### config.mk
export PLATFORM = sky130hd
export DESIGN_NAME = q931_ie_index_builder
export DESIGN_NICKNAME = d
export VERILOG_FILES = /design/src/q931_ie_pkg.sv /design/src/q931_ie_front.sv /design/src/q931_ie_cmdq.sv /design/src/q931_ie_back.sv /design/src/q931_ie_index_builder.sv
export VERILOG_INCLUDE_DIRS = /design/src /design/src/src
export SDC_FILE = /design/constraint.sdc
export NUM_CORES = 1
export LEC_CHECK = 0
export ABC_CLOCK_PERIOD_IN_PS = 7000
export BUFFER_PORTS_ARGS = -buffer_cell sky130_fd_sc_hd__buf_2
export CORE_ASPECT_RATIO = 0.5
export CORE_UTILIZATION = 62
export DETAILED_ROUTE_END_ITERATION = 12
export GPL_ROUTABILITY_DRIVEN = 0
export GPL_TIMING_DRIVEN = 0
export HOLD_SLACK_MARGIN = 0.02
export PLACE_DENSITY = 0.79
export SLEW_MARGIN = 40
export SYNTH_ARGS = -nofsm -noshare
export SYNTH_HDL_FRONTEND = slang
export SYNTH_SLANG_ARGS = --single-unit
### constraint.sdc
create_clock -name clk -period 7 [get_ports clk]
set_input_delay 1.4 -clock clk [delete_from_list [all_inputs] [get_ports clk]]
set_output_delay 1.4 -clock clk [all_outputs]
set_load 0.05 [all_outputs]
### src/q931_ie_index_builder_macros.svh
// Assertion helpers used by the index engine RTL (q931_ie_back).
// All macros assume signals clk and rst_n in scope.
`ifndef Q931_IE_INDEX_BUILDER_MACROS_SVH
`define Q931_IE_INDEX_BUILDER_MACROS_SVH

// Property holds at every clock outside reset.
`define Q931_IE_ASSERT(label, cond, msg) \
    label: assert property (@(posedge clk) disable iff (!rst_n) (cond)) else $error(msg);

// Same-cycle implication.
`define Q931_IE_ASSERT_IMP(label, ante, cons, msg) \
    label: assert property (@(posedge clk) disable iff (!rst_n) (ante) |-> (cons)) \
        else $error(msg);

// Next-cycle implication.
`define Q931_IE_ASSERT_NXT(label, ante, cons, msg) \
    label: assert property (@(posedge clk) disable iff (!rst_n) (ante) |=> (cons)) \
        else $error(msg);

`endif

### src/q931_ie_pkg.sv
// ----------------------------------------------------------------------------
// q931_ie_pkg
// Types, codes and the code-to-slot table of the Q.931 IE index builder.
// ----------------------------------------------------------------------------
package q931_ie_pkg;

    localparam int EXT_SLOTS_DEF = 8;
    localparam int MSG_BYTES_DEF = 4096;

    localparam int NUM_MAIN   = 32;
    localparam int MAIN_W     = 5;
    localparam int NUM_SINGLE = 3;
    localparam int SEL_W      = 2;

    localparam logic [5:0] SINGLE_BASE = 6'd32;
    localparam logic [5:0] EXT_BASE    = 6'd35;

    localparam logic OP_START = 1'b0;
    localparam logic OP_ADD   = 1'b1;

    localparam logic [7:0] SINGLE_FLAG   = 8'h80;
    localparam logic [7:0] HI_NIBBLE     = 8'hf0;
    localparam logic [7:0] CODE_MORE     = 8'ha0;
    localparam logic [7:0] CODE_COMPLETE = 8'ha1;
    localparam logic [7:0] CODE_CONGEST  = 8'hb0;

    localparam logic [SEL_W-1:0] SEL_MORE     = 2'd0;
    localparam logic [SEL_W-1:0] SEL_COMPLETE = 2'd1;
    localparam logic [SEL_W-1:0] SEL_CONGEST  = 2'd2;

    localparam logic [2:0] ST_OK      = 3'd0;
    localparam logic [2:0] ST_EMPTY   = 3'd1;
    localparam logic [2:0] ST_UNKNOWN = 3'd2;
    localparam logic [2:0] ST_DUP     = 3'd3;
    localparam logic [2:0] ST_NO_EXT  = 3'd4;
    localparam logic [2:0] ST_FULL    = 3'd5;

    // command kinds handed from front to back
    localparam logic [1:0] K_START  = 2'd0;
    localparam logic [1:0] K_SINGLE = 2'd1;
    localparam logic [1:0] K_VAR    = 2'd2;
    localparam logic [1:0] K_ERR    = 2'd3;

    localparam int CMDQ_DEPTH = 2;
    localparam int CMDQ_AW    = 1;

    typedef struct packed {
        logic       op;
        logic [7:0] ie_code;
        logic [7:0] content_length;
        logic       drop_empty;
        logic [7:0] msg_type;
    } item_t;

    typedef struct packed {
        logic [2:0]  status;
        logic [5:0]  slot_index;
        logic [11:0] ie_offset;
        logic [8:0]  bytes_appended;
    } result_t;

    typedef struct packed {
        logic [1:0]        kind;
        logic [2:0]        status;
        logic [SEL_W-1:0]  sel;
        logic [MAIN_W-1:0] pos;
        logic [8:0]        bytes;
    } cmd_t;

    typedef struct packed {
        logic              hit;
        logic [MAIN_W-1:0] pos;
    } lookup_t;

    function automatic lookup_t code_lookup(input logic [6:0] code);
        lookup_t r;
        r.hit = 1'b1;
        unique case (code)
            7'h04: r.pos = 5'd0;
            7'h08: r.pos = 5'd1;
            7'h10: r.pos = 5'd2;
            7'h14: r.pos = 5'd3;
            7'h18: r.pos = 5'd4;
            7'h1c: r.pos = 5'd5;
            7'h1e: r.pos = 5'd6;
            7'h20: r.pos = 5'd7;
            7'h27: r.pos = 5'd8;
            7'h28: r.pos = 5'd9;
            7'h29: r.pos = 5'd10;
            7'h2c: r.pos = 5'd11;
            7'h34: r.pos = 5'd12;
            7'h40: r.pos = 5'd13;
            7'h42: r.pos = 5'd14;
            7'h43: r.pos = 5'd15;
            7'h44: r.pos = 5'd16;
            7'h45: r.pos = 5'd17;
            7'h46: r.pos = 5'd18;
            7'h47: r.pos = 5'd19;
            7'h4c: r.pos = 5'd20;
            7'h4d: r.pos = 5'd21;
            7'h6c: r.pos = 5'd22;
            7'h6d: r.pos = 5'd23;
            7'h70: r.pos = 5'd24;
            7'h71: r.pos = 5'd25;
            7'h74: r.pos = 5'd26;
            7'h78: r.pos = 5'd27;
            7'h79: r.pos = 5'd28;
            7'h7c: r.pos = 5'd29;
            7'h7d: r.pos = 5'd30;
            7'h7e: r.pos = 5'd31;
            default:
            begin
                r.hit = 1'b0;
                r.pos = '0;
            end
        endcase
        return r;
    endfunction

endpackage

### src/q931_ie_front.sv
// ----------------------------------------------------------------------------
// q931_ie_front
// Accepts input transactions and classifies them into back-end commands.
// ----------------------------------------------------------------------------
module q931_ie_front
    import q931_ie_pkg::*;
(
    input  logic  item_valid,
    output logic  item_ready,
    input  item_t item,
    input  logic  q_full,
    output logic  push,
    output cmd_t  push_data
);

    lookup_t lk;

    assign item_ready = !q_full;
    assign push       = item_valid && !q_full;
    assign lk         = code_lookup(item.ie_code[6:0]);

    always_comb
    begin
        push_data        = '0;
        push_data.status = ST_OK;
        if (item.op == OP_START)
        begin
            push_data.kind = K_START;
        end
        else if ((item.ie_code & SINGLE_FLAG) != '0)
        begin
            push_data.kind  = K_SINGLE;
            push_data.bytes = 9'd1;
            if (item.ie_code == CODE_MORE)
                push_data.sel = SEL_MORE;
            else if (item.ie_code == CODE_COMPLETE)
                push_data.sel = SEL_COMPLETE;
            else if ((item.ie_code & HI_NIBBLE) == CODE_CONGEST)
                push_data.sel = SEL_CONGEST;
            else
            begin
                push_data.kind   = K_ERR;
                push_data.status = ST_UNKNOWN;
            end
        end
        else if (item.content_length == '0 && item.drop_empty)
        begin
            push_data.kind   = K_ERR;
            push_data.status = ST_EMPTY;
        end
        else if (!lk.hit)
        begin
            push_data.kind   = K_ERR;
            push_data.status = ST_UNKNOWN;
        end
        else
        begin
            push_data.kind  = K_VAR;
            push_data.pos   = lk.pos;
            push_data.bytes = 9'(item.content_length) + 9'd2;
        end
    end

endmodule

### src/q931_ie_cmdq.sv
// ----------------------------------------------------------------------------
// q931_ie_cmdq
// Small command queue between the classifier and the index engine.
// ----------------------------------------------------------------------------
module q931_ie_cmdq
    import q931_ie_pkg::*;
(
    input  logic clk,
    input  logic rst_n,
    input  logic push,
    input  cmd_t push_data,
    output logic full,
    input  logic pop,
    output cmd_t pop_data,
    output logic not_empty
);

    cmd_t               ent_reg [CMDQ_DEPTH];
    logic [CMDQ_AW-1:0] wr_ptr_reg, wr_ptr_next;
    logic [CMDQ_AW-1:0] rd_ptr_reg, rd_ptr_next;
    logic [CMDQ_AW:0]   count_reg, count_next;

    localparam logic [CMDQ_AW:0] DEPTH_CNT = (CMDQ_AW+1)'(CMDQ_DEPTH);

    assign full      = (count_reg == DEPTH_CNT);
    assign not_empty = (count_reg != '0);
    assign pop_data  = ent_reg[rd_ptr_reg];

    always_comb
    begin
        wr_ptr_next = wr_ptr_reg;
        rd_ptr_next = rd_ptr_reg;
        count_next  = count_reg;
        if (push)
            wr_ptr_next = wr_ptr_reg + 1'b1;
        if (pop)
            rd_ptr_next = rd_ptr_reg + 1'b1;
        if (push && !pop)
            count_next = count_reg + 1'b1;
        else if (pop && !push)
            count_next = count_reg - 1'b1;
    end

    always_ff @(posedge clk or negedge rst_n)
    begin
        if (!rst_n)
        begin
            wr_ptr_reg <= '0;
            rd_ptr_reg <= '0;
            count_reg  <= '0;
        end
        else
        begin
            wr_ptr_reg <= wr_ptr_next;
            rd_ptr_reg <= rd_ptr_next;
            count_reg  <= count_next;
        end
    end

    always_ff @(posedge clk)
    begin
        if (push)
            ent_reg[wr_ptr_reg] <= push_data;
    end

endmodule

### src/q931_ie_back.sv
// ----------------------------------------------------------------------------
// q931_ie_back
// Index engine: slot bookkeeping, extension chain walk, output register.
// ----------------------------------------------------------------------------
`include "q931_ie_index_builder_macros.svh"

module q931_ie_back
    import q931_ie_pkg::*;
#(
    parameter int EXT_SLOTS = EXT_SLOTS_DEF,
    parameter int MSG_BYTES = MSG_BYTES_DEF
)
(
    input  logic    clk,
    input  logic    rst_n,
    input  logic    q_not_empty,
    input  cmd_t    q_data,
    output logic    q_pop,
    output logic    result_valid,
    input  logic    result_ready,
    output result_t result
);

    localparam int EXT_W = (EXT_SLOTS > 1) ? $clog2(EXT_SLOTS) : 1;
    localparam int AP_W  = $clog2(MSG_BYTES + 1);

    localparam logic [EXT_W:0]  EXT_CNT = (EXT_W+1)'(EXT_SLOTS);
    localparam logic [AP_W:0]   MSG_LIM = (AP_W+1)'(MSG_BYTES);
    localparam logic [AP_W-1:0] AP_INIT = AP_W'(1);

    localparam logic [1:0] S_IDLE = 2'd0;
    localparam logic [1:0] S_EXEC = 2'd1;
    localparam logic [1:0] S_WALK = 2'd2;
    localparam logic [1:0] S_OUT  = 2'd3;

    logic [1:0] state_reg, state_next;

    // slot occupancy; offsets themselves are never read back, only "in use"
    logic [NUM_MAIN-1:0]   main_used_reg, main_used_next;
    logic [NUM_MAIN-1:0]   main_rep_reg, main_rep_next;
    logic [EXT_W-1:0]      main_link_reg [NUM_MAIN];
    logic [EXT_W-1:0]      main_link_next [NUM_MAIN];
    logic [NUM_SINGLE-1:0] single_used_reg, single_used_next;
    logic [EXT_SLOTS-1:0]  ext_used_reg, ext_used_next;
    logic [EXT_SLOTS-1:0]  ext_rep_reg, ext_rep_next;
    logic [EXT_W-1:0]      ext_link_reg [EXT_SLOTS];
    logic [EXT_W-1:0]      ext_link_next [EXT_SLOTS];
    logic [AP_W-1:0]       ap_reg, ap_next;

    cmd_t             cmd_reg, cmd_next;
    logic             tail_main_reg, tail_main_next;
    logic [EXT_W-1:0] tail_reg, tail_next;
    logic             rep_reg, rep_next;
    logic [EXT_W-1:0] nxt_reg, nxt_next;
    logic [EXT_W:0]   steps_reg, steps_next;
    result_t          res_reg, res_next;
    logic             out_valid_reg, out_valid_next;
    result_t          out_data_reg, out_data_next;

    logic             free_found;
    logic [EXT_W-1:0] free_idx;
    logic [AP_W:0]    ap_sum;
    logic             too_big;
    logic [AP_W+11:0] ap_wide;
    logic             walk_more;

    assign result_valid = out_valid_reg;
    assign result       = out_data_reg;

    assign ap_sum    = {1'b0, ap_reg} + (AP_W+1)'(cmd_reg.bytes);
    assign too_big   = ap_sum > MSG_LIM;
    assign ap_wide   = (AP_W+12)'(ap_reg);
    assign walk_more = rep_reg && ({1'b0, nxt_reg} < EXT_CNT) && (steps_reg < EXT_CNT);

    // lowest free extension slot
    always_comb
    begin
        free_found = 1'b0;
        free_idx   = '0;
        for (int i = EXT_SLOTS - 1; i >= 0; i--)
        begin
            if (!ext_used_reg[i])
            begin
                free_found = 1'b1;
                free_idx   = EXT_W'(i);
            end
        end
    end

    always_comb
    begin
        state_next       = state_reg;
        main_used_next   = main_used_reg;
        main_rep_next    = main_rep_reg;
        main_link_next   = main_link_reg;
        single_used_next = single_used_reg;
        ext_used_next    = ext_used_reg;
        ext_rep_next     = ext_rep_reg;
        ext_link_next    = ext_link_reg;
        ap_next          = ap_reg;
        cmd_next         = cmd_reg;
        tail_main_next   = tail_main_reg;
        tail_next        = tail_reg;
        rep_next         = rep_reg;
        nxt_next         = nxt_reg;
        steps_next       = steps_reg;
        res_next         = res_reg;
        out_valid_next   = out_valid_reg && !result_ready;
        out_data_next    = out_data_reg;
        q_pop            = 1'b0;

        unique case (state_reg)
            S_IDLE:
            begin
                if (q_not_empty)
                begin
                    q_pop      = 1'b1;
                    cmd_next   = q_data;
                    state_next = S_EXEC;
                end
            end

            S_EXEC:
            begin
                res_next   = '0;
                state_next = S_OUT;
                unique case (cmd_reg.kind)
                    K_START:
                    begin
                        main_used_next   = '0;
                        main_rep_next    = '0;
                        single_used_next = '0;
                        ext_used_next    = '0;
                        ext_rep_next     = '0;
                        ap_next          = AP_INIT;
                    end
                    K_ERR:
                    begin
                        res_next.status = cmd_reg.status;
                    end
                    K_SINGLE:
                    begin
                        if (single_used_reg[cmd_reg.sel])
                            res_next.status = ST_DUP;
                        else if (too_big)
                            res_next.status = ST_FULL;
                        else
                        begin
                            single_used_next[cmd_reg.sel] = 1'b1;
                            ap_next                 = ap_sum[AP_W-1:0];
                            res_next.slot_index     = SINGLE_BASE + 6'(cmd_reg.sel);
                            res_next.ie_offset      = ap_wide[11:0];
                            res_next.bytes_appended = cmd_reg.bytes;
                        end
                    end
                    K_VAR:
                    begin
                        if (!main_used_reg[cmd_reg.pos])
                        begin
                            if (too_big)
                                res_next.status = ST_FULL;
                            else
                            begin
                                main_used_next[cmd_reg.pos] = 1'b1;
                                ap_next                 = ap_sum[AP_W-1:0];
                                res_next.slot_index     = 6'(cmd_reg.pos);
                                res_next.ie_offset      = ap_wide[11:0];
                                res_next.bytes_appended = cmd_reg.bytes;
                            end
                        end
                        else
                        begin
                            // repeat: find the chain tail first
                            tail_main_next = 1'b1;
                            tail_next      = '0;
                            rep_next       = main_rep_reg[cmd_reg.pos];
                            nxt_next       = main_link_reg[cmd_reg.pos];
                            steps_next     = '0;
                            state_next     = S_WALK;
                        end
                    end
                endcase
            end

            S_WALK:
            begin
                if (walk_more)
                begin
                    tail_main_next = 1'b0;
                    tail_next      = nxt_reg;
                    rep_next       = ext_rep_reg[nxt_reg];
                    nxt_next       = ext_link_reg[nxt_reg];
                    steps_next     = steps_reg + 1'b1;
                end
                else
                begin
                    state_next = S_OUT;
                    if (!free_found)
                        res_next.status = ST_NO_EXT;
                    else if (too_big)
                        res_next.status = ST_FULL;
                    else
                    begin
                        if (tail_main_reg)
                        begin
                            main_link_next[cmd_reg.pos] = free_idx;
                            main_rep_next[cmd_reg.pos]  = 1'b1;
                        end
                        else
                        begin
                            ext_link_next[tail_reg] = free_idx;
                            ext_rep_next[tail_reg]  = 1'b1;
                        end
                        ext_used_next[free_idx] = 1'b1;
                        ext_rep_next[free_idx]  = 1'b0;
                        ext_link_next[free_idx] = '0;
                        ap_next                 = ap_sum[AP_W-1:0];
                        res_next.slot_index     = EXT_BASE + 6'(free_idx);
                        res_next.ie_offset      = ap_wide[11:0];
                        res_next.bytes_appended = cmd_reg.bytes;
                    end
                end
            end

            S_OUT:
            begin
                if (!out_valid_reg || result_ready)
                begin
                    out_valid_next = 1'b1;
                    out_data_next  = res_reg;
                    state_next     = S_IDLE;
                end
            end
        endcase
    end

    always_ff @(posedge clk or negedge rst_n)
    begin
        if (!rst_n)
        begin
            state_reg       <= S_IDLE;
            main_used_reg   <= '0;
            main_rep_reg    <= '0;
            single_used_reg <= '0;
            ext_used_reg    <= '0;
            ext_rep_reg     <= '0;
            ap_reg          <= AP_INIT;
            steps_reg       <= '0;
            out_valid_reg   <= 1'b0;
        end
        else
        begin
            state_reg       <= state_next;
            main_used_reg   <= main_used_next;
            main_rep_reg    <= main_rep_next;
            single_used_reg <= single_used_next;
            ext_used_reg    <= ext_used_next;
            ext_rep_reg     <= ext_rep_next;
            ap_reg          <= ap_next;
            steps_reg       <= steps_next;
            out_valid_reg   <= out_valid_next;
        end
    end

    always_ff @(posedge clk)
    begin
        main_link_reg <= main_link_next;
        ext_link_reg  <= ext_link_next;
        cmd_reg       <= cmd_next;
        tail_main_reg <= tail_main_next;
        tail_reg      <= tail_next;
        rep_reg       <= rep_next;
        nxt_reg       <= nxt_next;
        res_reg       <= res_next;
        out_data_reg  <= out_data_next;
    end

    `Q931_IE_ASSERT(a_ap_nonzero, ap_reg != '0, "append pointer dropped to zero")
    `Q931_IE_ASSERT(a_steps_bound, steps_reg <= EXT_CNT, "chain walk ran past its bound")
    `Q931_IE_ASSERT_NXT(a_start_clears, state_reg == S_EXEC && cmd_reg.kind == K_START,
        ext_used_reg == '0 && main_used_reg == '0 && ap_reg == AP_INIT, "start left index dirty")
    `Q931_IE_ASSERT_NXT(a_out_load, state_reg == S_OUT && (!out_valid_reg || result_ready),
        out_valid_reg && state_reg == S_IDLE, "finished result not loaded")
    `Q931_IE_ASSERT_IMP(a_err_no_slot, out_valid_reg && result.status != ST_OK,
        result.slot_index == '0 && result.bytes_appended == '0, "error result carries a slot")

endmodule

### src/q931_ie_index_builder.sv
// ----------------------------------------------------------------------------
// q931_ie_index_builder
// Q.931 message IE index builder: classifier, command queue, index engine.
// ----------------------------------------------------------------------------
//  channel  | direction | handshake                   | payload
//  item     | in        | item_valid / item_ready     | item_t
//  result   | out       | result_valid / result_ready | result_t
//
//  Start, error, single-octet and first-occurrence items take the engine through
//  its idle, execute and output states; a repeated variable code adds a walk
//  state that follows one chain link per cycle, at most EXT_SLOTS links.
//  Reset leaves an empty index, append pointer 1; a start item clears the index.
//  Input keeps being taken while the 2-entry queue has room; a stalled
//  result holds the engine in its output state only.
// ----------------------------------------------------------------------------
module q931_ie_index_builder
    import q931_ie_pkg::*;
#(
    parameter int EXT_SLOTS = EXT_SLOTS_DEF,
    parameter int MSG_BYTES = MSG_BYTES_DEF
)
(
    input  logic    clk,
    input  logic    rst_n,
    input  logic    item_valid,
    output logic    item_ready,
    input  item_t   item,
    output logic    result_valid,
    input  logic    result_ready,
    output result_t result
);

    logic q_full;
    logic q_push;
    cmd_t q_push_data;
    logic q_pop;
    cmd_t q_pop_data;
    logic q_not_empty;

    q931_ie_front u_front
    (
        .item_valid (item_valid),
        .item_ready (item_ready),
        .item       (item),
        .q_full     (q_full),
        .push       (q_push),
        .push_data  (q_push_data)
    );

    q931_ie_cmdq u_cmdq
    (
        .clk       (clk),
        .rst_n     (rst_n),
        .push      (q_push),
        .push_data (q_push_data),
        .full      (q_full),
        .pop       (q_pop),
        .pop_data  (q_pop_data),
        .not_empty (q_not_empty)
    );

    q931_ie_back
    #(
        .EXT_SLOTS (EXT_SLOTS),
        .MSG_BYTES (MSG_BYTES)
    )
    u_back
    (
        .clk          (clk),
        .rst_n        (rst_n),
        .q_not_empty  (q_not_empty),
        .q_data       (q_pop_data),
        .q_pop        (q_pop),
        .result_valid (result_valid),
        .result_ready (result_ready),
        .result       (result)
    );

endmodule
Yosys cells after proc, flatten, opt, wreduce, memory -nomap -nowiden
Memory sizes are Yosys's and may differ from the RTL's. A register that Yosys moved wholly into a read port is not among the register bits.
Index checks and enable logic that the tools add are counted.
{"block": "op_classes", "n_addsub": 9, "order_cmp": 18, "eq_ne": 60, "muxes": 151, "n_bitwise": 15, "n_reduce_logical": 41}
{"op": "$mux W32", "count": 7}
{"op": "$pmux W5 S31", "count": 1}
{"op": "$eq A7 B7 Y1 const B", "count": 19}
{"op": "$pmux W32 S2", "count": 2}
{"op": "$mux W24", "count": 5}
{"op": "$mux W27", "count": 4}
{"op": "$bwmux W96", "count": 1}
{"op": "$mux W8", "count": 12}
{"op": "$mux W3", "count": 27}
{"op": "$mux W13", "count": 5}
{"op": "$or A32 B32 Y32", "count": 2}
{"op": "$mux W30", "count": 2}
{"op": "$pmux W30 S2", "count": 1}
{"op": "$pmux W27 S2", "count": 1}
{"op": "$eq A7 B6 Y1 const B", "count": 6}
{"op": "$pmux W13 S3", "count": 1}
{"op": "$eq A7 B5 Y1 const B", "count": 5}
{"op": "$pmux W8 S2", "count": 2}
{"op": "$reduce_or A32 Y1", "count": 1}
{"op": "$mux W1", "count": 31}
{"op": "$mux W14", "count": 2}
{"op": "$mux W26", "count": 1}
{"op": "$pmux W13 S2", "count": 1}
{"op": "$mux W5", "count": 5}
{"op": "other kinds (70)", "count": 150}
{"block": "totals", "reg_bits": 295, "ramBits": 42, "inputBits": 30, "memories": 1}
{"memory": "u_cmdq.ent_reg", "words": 2, "width": 21, "rd": 1, "rd_ports_with_merged_regs": 1, "wr": 1, "line_no": "q931_ie_cmdq.sv:18", "rtl": "cmd_t ent_reg [CMDQ_DEPTH];"}

Logic depth before layout (Yosys ltp)
{"block": "depth", "ltp_word": 18, "depth_mapped": 12}

Cells and area by module
Synthesis repeated with hierarchy kept, for this count alone.
{"block": "unflattened", "hier_cells": 1228, "hier_area_um2": 16587.2}
{"module": "q931_ie_back", "n_inst": 1, "cells_each": 1015, "area_per_inst_um2": 13998.4, "seq_area_each_um2": 8854.7}
{"module": "q931_ie_cmdq", "n_inst": 1, "cells_each": 81, "area_per_inst_um2": 1709.1, "seq_area_each_um2": 1361.3}
{"module": "q931_ie_front", "n_inst": 1, "cells_each": 132, "area_per_inst_um2": 879.6, "seq_area_each_um2": 0.0}

Worst setup path before layout
OpenSTA, ideal clock, no wires.
{"block": "synth_path", "kind": "register to register", "startpoint": "register u_back.cmd_reg[0] in the netlist's numbering", "endpoint": "register u_back.res_reg[0] in the netlist's numbering, enable pin", "setup_ns": 0.453, "arrival_time_ns": 4.935, "path_slack_ns": 1.612, "stages_incl_launch_ff": 11, "synth_period_minus_slack_ns": 5.388, "cell_sequence": "edfxtp_1 ha_1 fa_1 a21o_1 a221oi_2 o21bai_1 xor2_1 or4_4 o31a_1 buf_2 a21boi_0"}
{"block": "synth_via", "elab_chain_len": 4}
{"element": "start: declaration", "line_no": "q931_ie_back.sv:50", "rtl": "cmd_t cmd_reg, cmd_next;"}
{"element": "start signal: assignment", "line_no": "q931_ie_back.sv:269", "rtl": "cmd_reg <= cmd_next;"}
{"element": "$add A13 B9 Y14", "line_no": "q931_ie_back.sv:70", "rtl": "assign ap_sum = {1'b0, ap_reg} + (AP_W+1)'(cmd_reg.bytes);"}
{"element": "$gt A14 B13 Y1", "line_no": "q931_ie_back.sv:71", "rtl": "assign too_big = ap_sum > MSG_LIM;"}
{"element": "$ne A2 B2 Y1 (no line)"}
{"element": "$reduce_and A4 Y1 (no line)"}
{"element": "end signal: assignment", "line_no": "q931_ie_back.sv:274", "rtl": "res_reg <= res_next;"}
{"element": "end: declaration", "line_no": "q931_ie_back.sv:56", "rtl": "result_t res_reg, res_next;"}
Every way passes these cells.
A chain may end at the register's enable or synchronous reset.

Worst setup path in the final report
{"block": "layout_path", "startpoint": "register u_back.cmd_reg[0] in the netlist's numbering", "endpoint": "register u_back.main_link_reg[30] in the netlist's numbering, enable pin"}
{"block": "layout_via", "elab_chain_len": 4}
{"element": "$add A13 B9 Y14", "line_no": "q931_ie_back.sv:70"}
{"element": "$gt A14 B13 Y1", "line_no": "q931_ie_back.sv:71"}
{"element": "$not A1 Y1 (no line)"}
{"element": "$reduce_and A5 Y1 (no line)"}
{"element": "end signal: assignment", "line_no": "q931_ie_back.sv:267", "rtl": "main_link_reg <= main_link_next;"}
{"element": "end: declaration", "line_no": "q931_ie_back.sv:41", "rtl": "logic [EXT_W-1:0] main_link_reg [NUM_MAIN];"}
Every way passes these cells.

==> impl_metrics.py <==
metrics = {
    "power_and_ir_drop": {
        "seqPwrFrac": 0.406,
        "p_sw_mw": 3.08,
        "combPwrFrac": 0.382,
        "pwr-share-clk": 0.212,
        "p_int_mw": 5.03,
        "finalPower_mw": 8.11,
        "swShare": 0.380,
        "p_leak_nw": 6.71,
        "ir_worst_vdd_uv": 292,
        "power.density_nw_per_um2": 447,
    },
    "min_path": {
        "hold_class": "flip-flop to flip-flop",
    },
    "synthesis": {
        "ys_warn_count": 0,
        "ys_seq_area_frac": 0.623,
        "ys_ff_latch": 355,
        "synth_edf_count": 248,
        "netlist_area_um2": 16300,
        "netlist_instances": 1235,
        "avgSynthCellArea_um2": 13.2,
        "ys.flop_type": "edfxtp_1",
        "synth_nets": 1287,
        "synthArstFlopShare": 0.301,
        "synth_cell_type_count": 79,
    },
    "global_routing": {
        "grt_pass1_wl_mm": 58.1,
        "antenna_found_initial": 0,
        "grt_pass1_vias": 10700,
        "grt-ovfl-total": 0,
        "grt_max_degree": 78,
        "grt_usage": 0.281,
    },
    "setup_path": {
        "path_class": "flip-flop to flip-flop",
        "cp-start-kind": "flip-flop",
        "cp.arrival_ns": 4.85,
        "worstPathRequired_ns": 7.24,
        "cp_max_fo": 10,
        "endpoint_kind": "flip-flop",
    },
    "timing": {
        "worstMarginPinSlew_ns": 0.823,
        "rsz0062_at_grt": "no",
        "min_period_ns": 4.61,
        "fin_tns_setup_ns": 0,
        "finalHoldViolCount": 0,
        "drv_slew": 0,
        "timing.fmax_mhz": 217,
        "setup_viol": 0,
        "skew_ns": 0.0258,
        "period_share": 0.658,
        "fin_ws_ns": 2.39,
        "relSlewSlack": 0.447,
    },
    "routing": {
        "vias": 11000,
        "drc": 0,
        "routedWlPerCell_um": 21.7,
        "drtAntennaViolNets": 0,
        "wl_mm": 36.7,
        "vias_per_cell": 6.51,
        "drt_iter0_markers": 1288,
        "drtPass1Iterations": 6,
    },
    "layout": {
        "n_antenna_cell": 0,
        "layout_common_cells": "248 x edfxtp_1, 132 x nand2_1, 108 x nor2_1",
        "largest_reg_flops": 96,
        "layout-drive-gt1-share": 0.156,
        "post-route-util": 0.713,
        "syn_to_final_growth_pct": 11.6,
        "fin_nets": 1374,
        "stdcell_count": 1689,
        "final_common_cell": "edfxtp_1",
    },
    "run": {
        "maxCapViolCount": 0,
    },
    "floorplanning": {
        "ios": 62,
        "start_util": 0.639,
        "num_rows": 41,
        "die-area_um2": 26900,
        "die_w_um": 231,
        "core_um2": 25400,
        "die_h_um": 116,
    },
    "clock_network": {
        "cts_buffers": 29,
        "path_clk_slew_ns": 0.07,
        "cts_hold_buf": 0,
        "cts_tree": "yes",
        "cts-root-buf": "clkbuf_16",
        "cts_resized": 0,
        "post_cts_buffers": 0,
        "cts_max_level": 1,
        "clk_latency_ns": 0.58,
        "cts_buffer_depth": 3,
        "cts_num_sinks": 355,
    },
    "placement": {
        "dpl.hpwl_mm": 25.6,
        "dp.cells": 1635,
        "io_buffer_count": 50,
        "dp_slack_ns": 2.49,
    },
    "status": {
        "outcome": "finished, final reports clean",
    },
}
-- metal layers --
metal  wire length [um]  track usage
met2              17700        0.472
met4                817       0.0781
met1              15300        0.386
met5                  0            0
met3               2900       0.0498
-- cell type report --
type,instances,area [um2]
Multi-Input combinational cell,772,5720
Clock buffer,37,827
Timing Repair Buffer,56,393
Sequential cell,355,10100
Inverter,26,97.6
Tap cell,344,430
Buffer,82,350
Fill cell,1696,7310
Clock inverter,17,183
-- cell usage after synthesis, types with 4 or more instances --
cell type / count / area (um2)
o22ai_1: 8 / 50.1
dfrtp_1: 106 / 2650
o21a_1: 5 / 37.5
xor2_1: 9 / 78.8
a211oi_1: 5 / 37.5
o22a_1: 5 / 43.8
and2_1: 9 / 56.3
or3_1: 4 / 25.0
a22oi_1: 21 / 158
xnor2_1: 10 / 87.6
nor2_1: 109 / 409
buf_2: 4 / 20.0
mux2_2: 23 / 259
o31ai_1: 6 / 45.0
a31oi_1: 6 / 37.5
ha_1: 21 / 263
o211ai_1: 13 / 97.6
nand2_1: 132 / 495
nand4_1: 18 / 113
a22o_1: 5 / 43.8
nand3_1: 14 / 70.1
a21boi_0: 5 / 37.5
a21o_1: 6 / 45.0
nand2b_1: 9 / 56.3
a21oi_1: 31 / 155
buf_1: 8 / 30.0
mux2i_1: 24 / 240
nor2b_1: 28 / 175
clkbuf_1: 65 / 244
a32o_1: 42 / 420
edfxtp_1: 248 / 7450
and3_1: 10 / 62.6
nor3b_1: 8 / 60.1
and3b_1: 4 / 35.0
o21ai_0: 56 / 280
or2_2: 5 / 31.3
mux4_2: 48 / 1080
inv_1: 25 / 93.8
nor4_1: 6 / 37.5
nor3_1: 18 / 90.1
-- kinds of logic after synthesis --
| logic type | Yosys count | synth area share |
|---|---|---|
| and+or+nand+nor | 388 | 0.113 |
| muxes | 95 | 0.0972 |
| adders and majority gates | 23 | 0.0180 |
| DFF | 355 | 0.623 |
| buffers and inverters | 108 | 0.0271 |
| xor gates and xnor gates | 19 | 0.0102 |
| AOI/OAI and AO/OA | 247 | 0.111 |
-- stage by stage --
step / hold WS (ns) / instance area [um2]
after floorplan: 0.400 / 16300
after global placement: 0.407 / 16900
after detailed placement: 0.406 / 17100
after CTS: 0.423 / 18100
after global routing: 0.427 / 18100
final: 0.422 / 18100
-- worst paths after layout --
check / start / to / slack [ns] / cells after the start
max: u_back.cmd_reg[0]$_DFFE_PP_ / u_back.main_link_reg[30]$_DFFE_PP_ / 2.39 / 11
min: u_back.res_reg[23]$_DFFE_PP_ / u_back.result[23]$_DFFE_PP_ / 0.42 / 0
max reg2reg: u_back.cmd_reg[0]$_DFFE_PP_ / u_back.main_link_reg[30]$_DFFE_PP_ / 2.39 / 11
min reg2reg: u_back.res_reg[23]$_DFFE_PP_ / u_back.result[23]$_DFFE_PP_ / 0.42 / 0
max in group asynchronous: rst_n / u_back.main_used_reg[19]$_DFFE_PN0P_ / 5.65 / 2
min in group asynchronous: rst_n / u_cmdq.wr_ptr_reg$_DFFE_PN0P_ / 0.69 / 1
-- worst max-delay path: stages (launching register included) --
cell	delay, ns
edfxtp_1	0.39
ha_1	0.25
fa_1	0.46
a21o_1	0.22
a221oi_2	0.54
o21bai_1	0.18
xor2_1	0.19
or4_4	0.53
o31ai_4	0.35
nand4_1	0.35
clkbuf_1	0.42
nor2_1	0.38
-- power groups by stage --
stage	Combinational, mW	Clock, mW	Sequential (mW)
6_report	3.10	1.72	3.29
2_1_floorplan	1.95	0	3.45
5_1_grt	3.31	1.81	3.34
4_1_cts	3.04	1.73	3.29
3_5_place_dp	3.02	0	3.32
3_3_place_gp	2.85	0	3.32
Power figures use the tool's default switching activity.
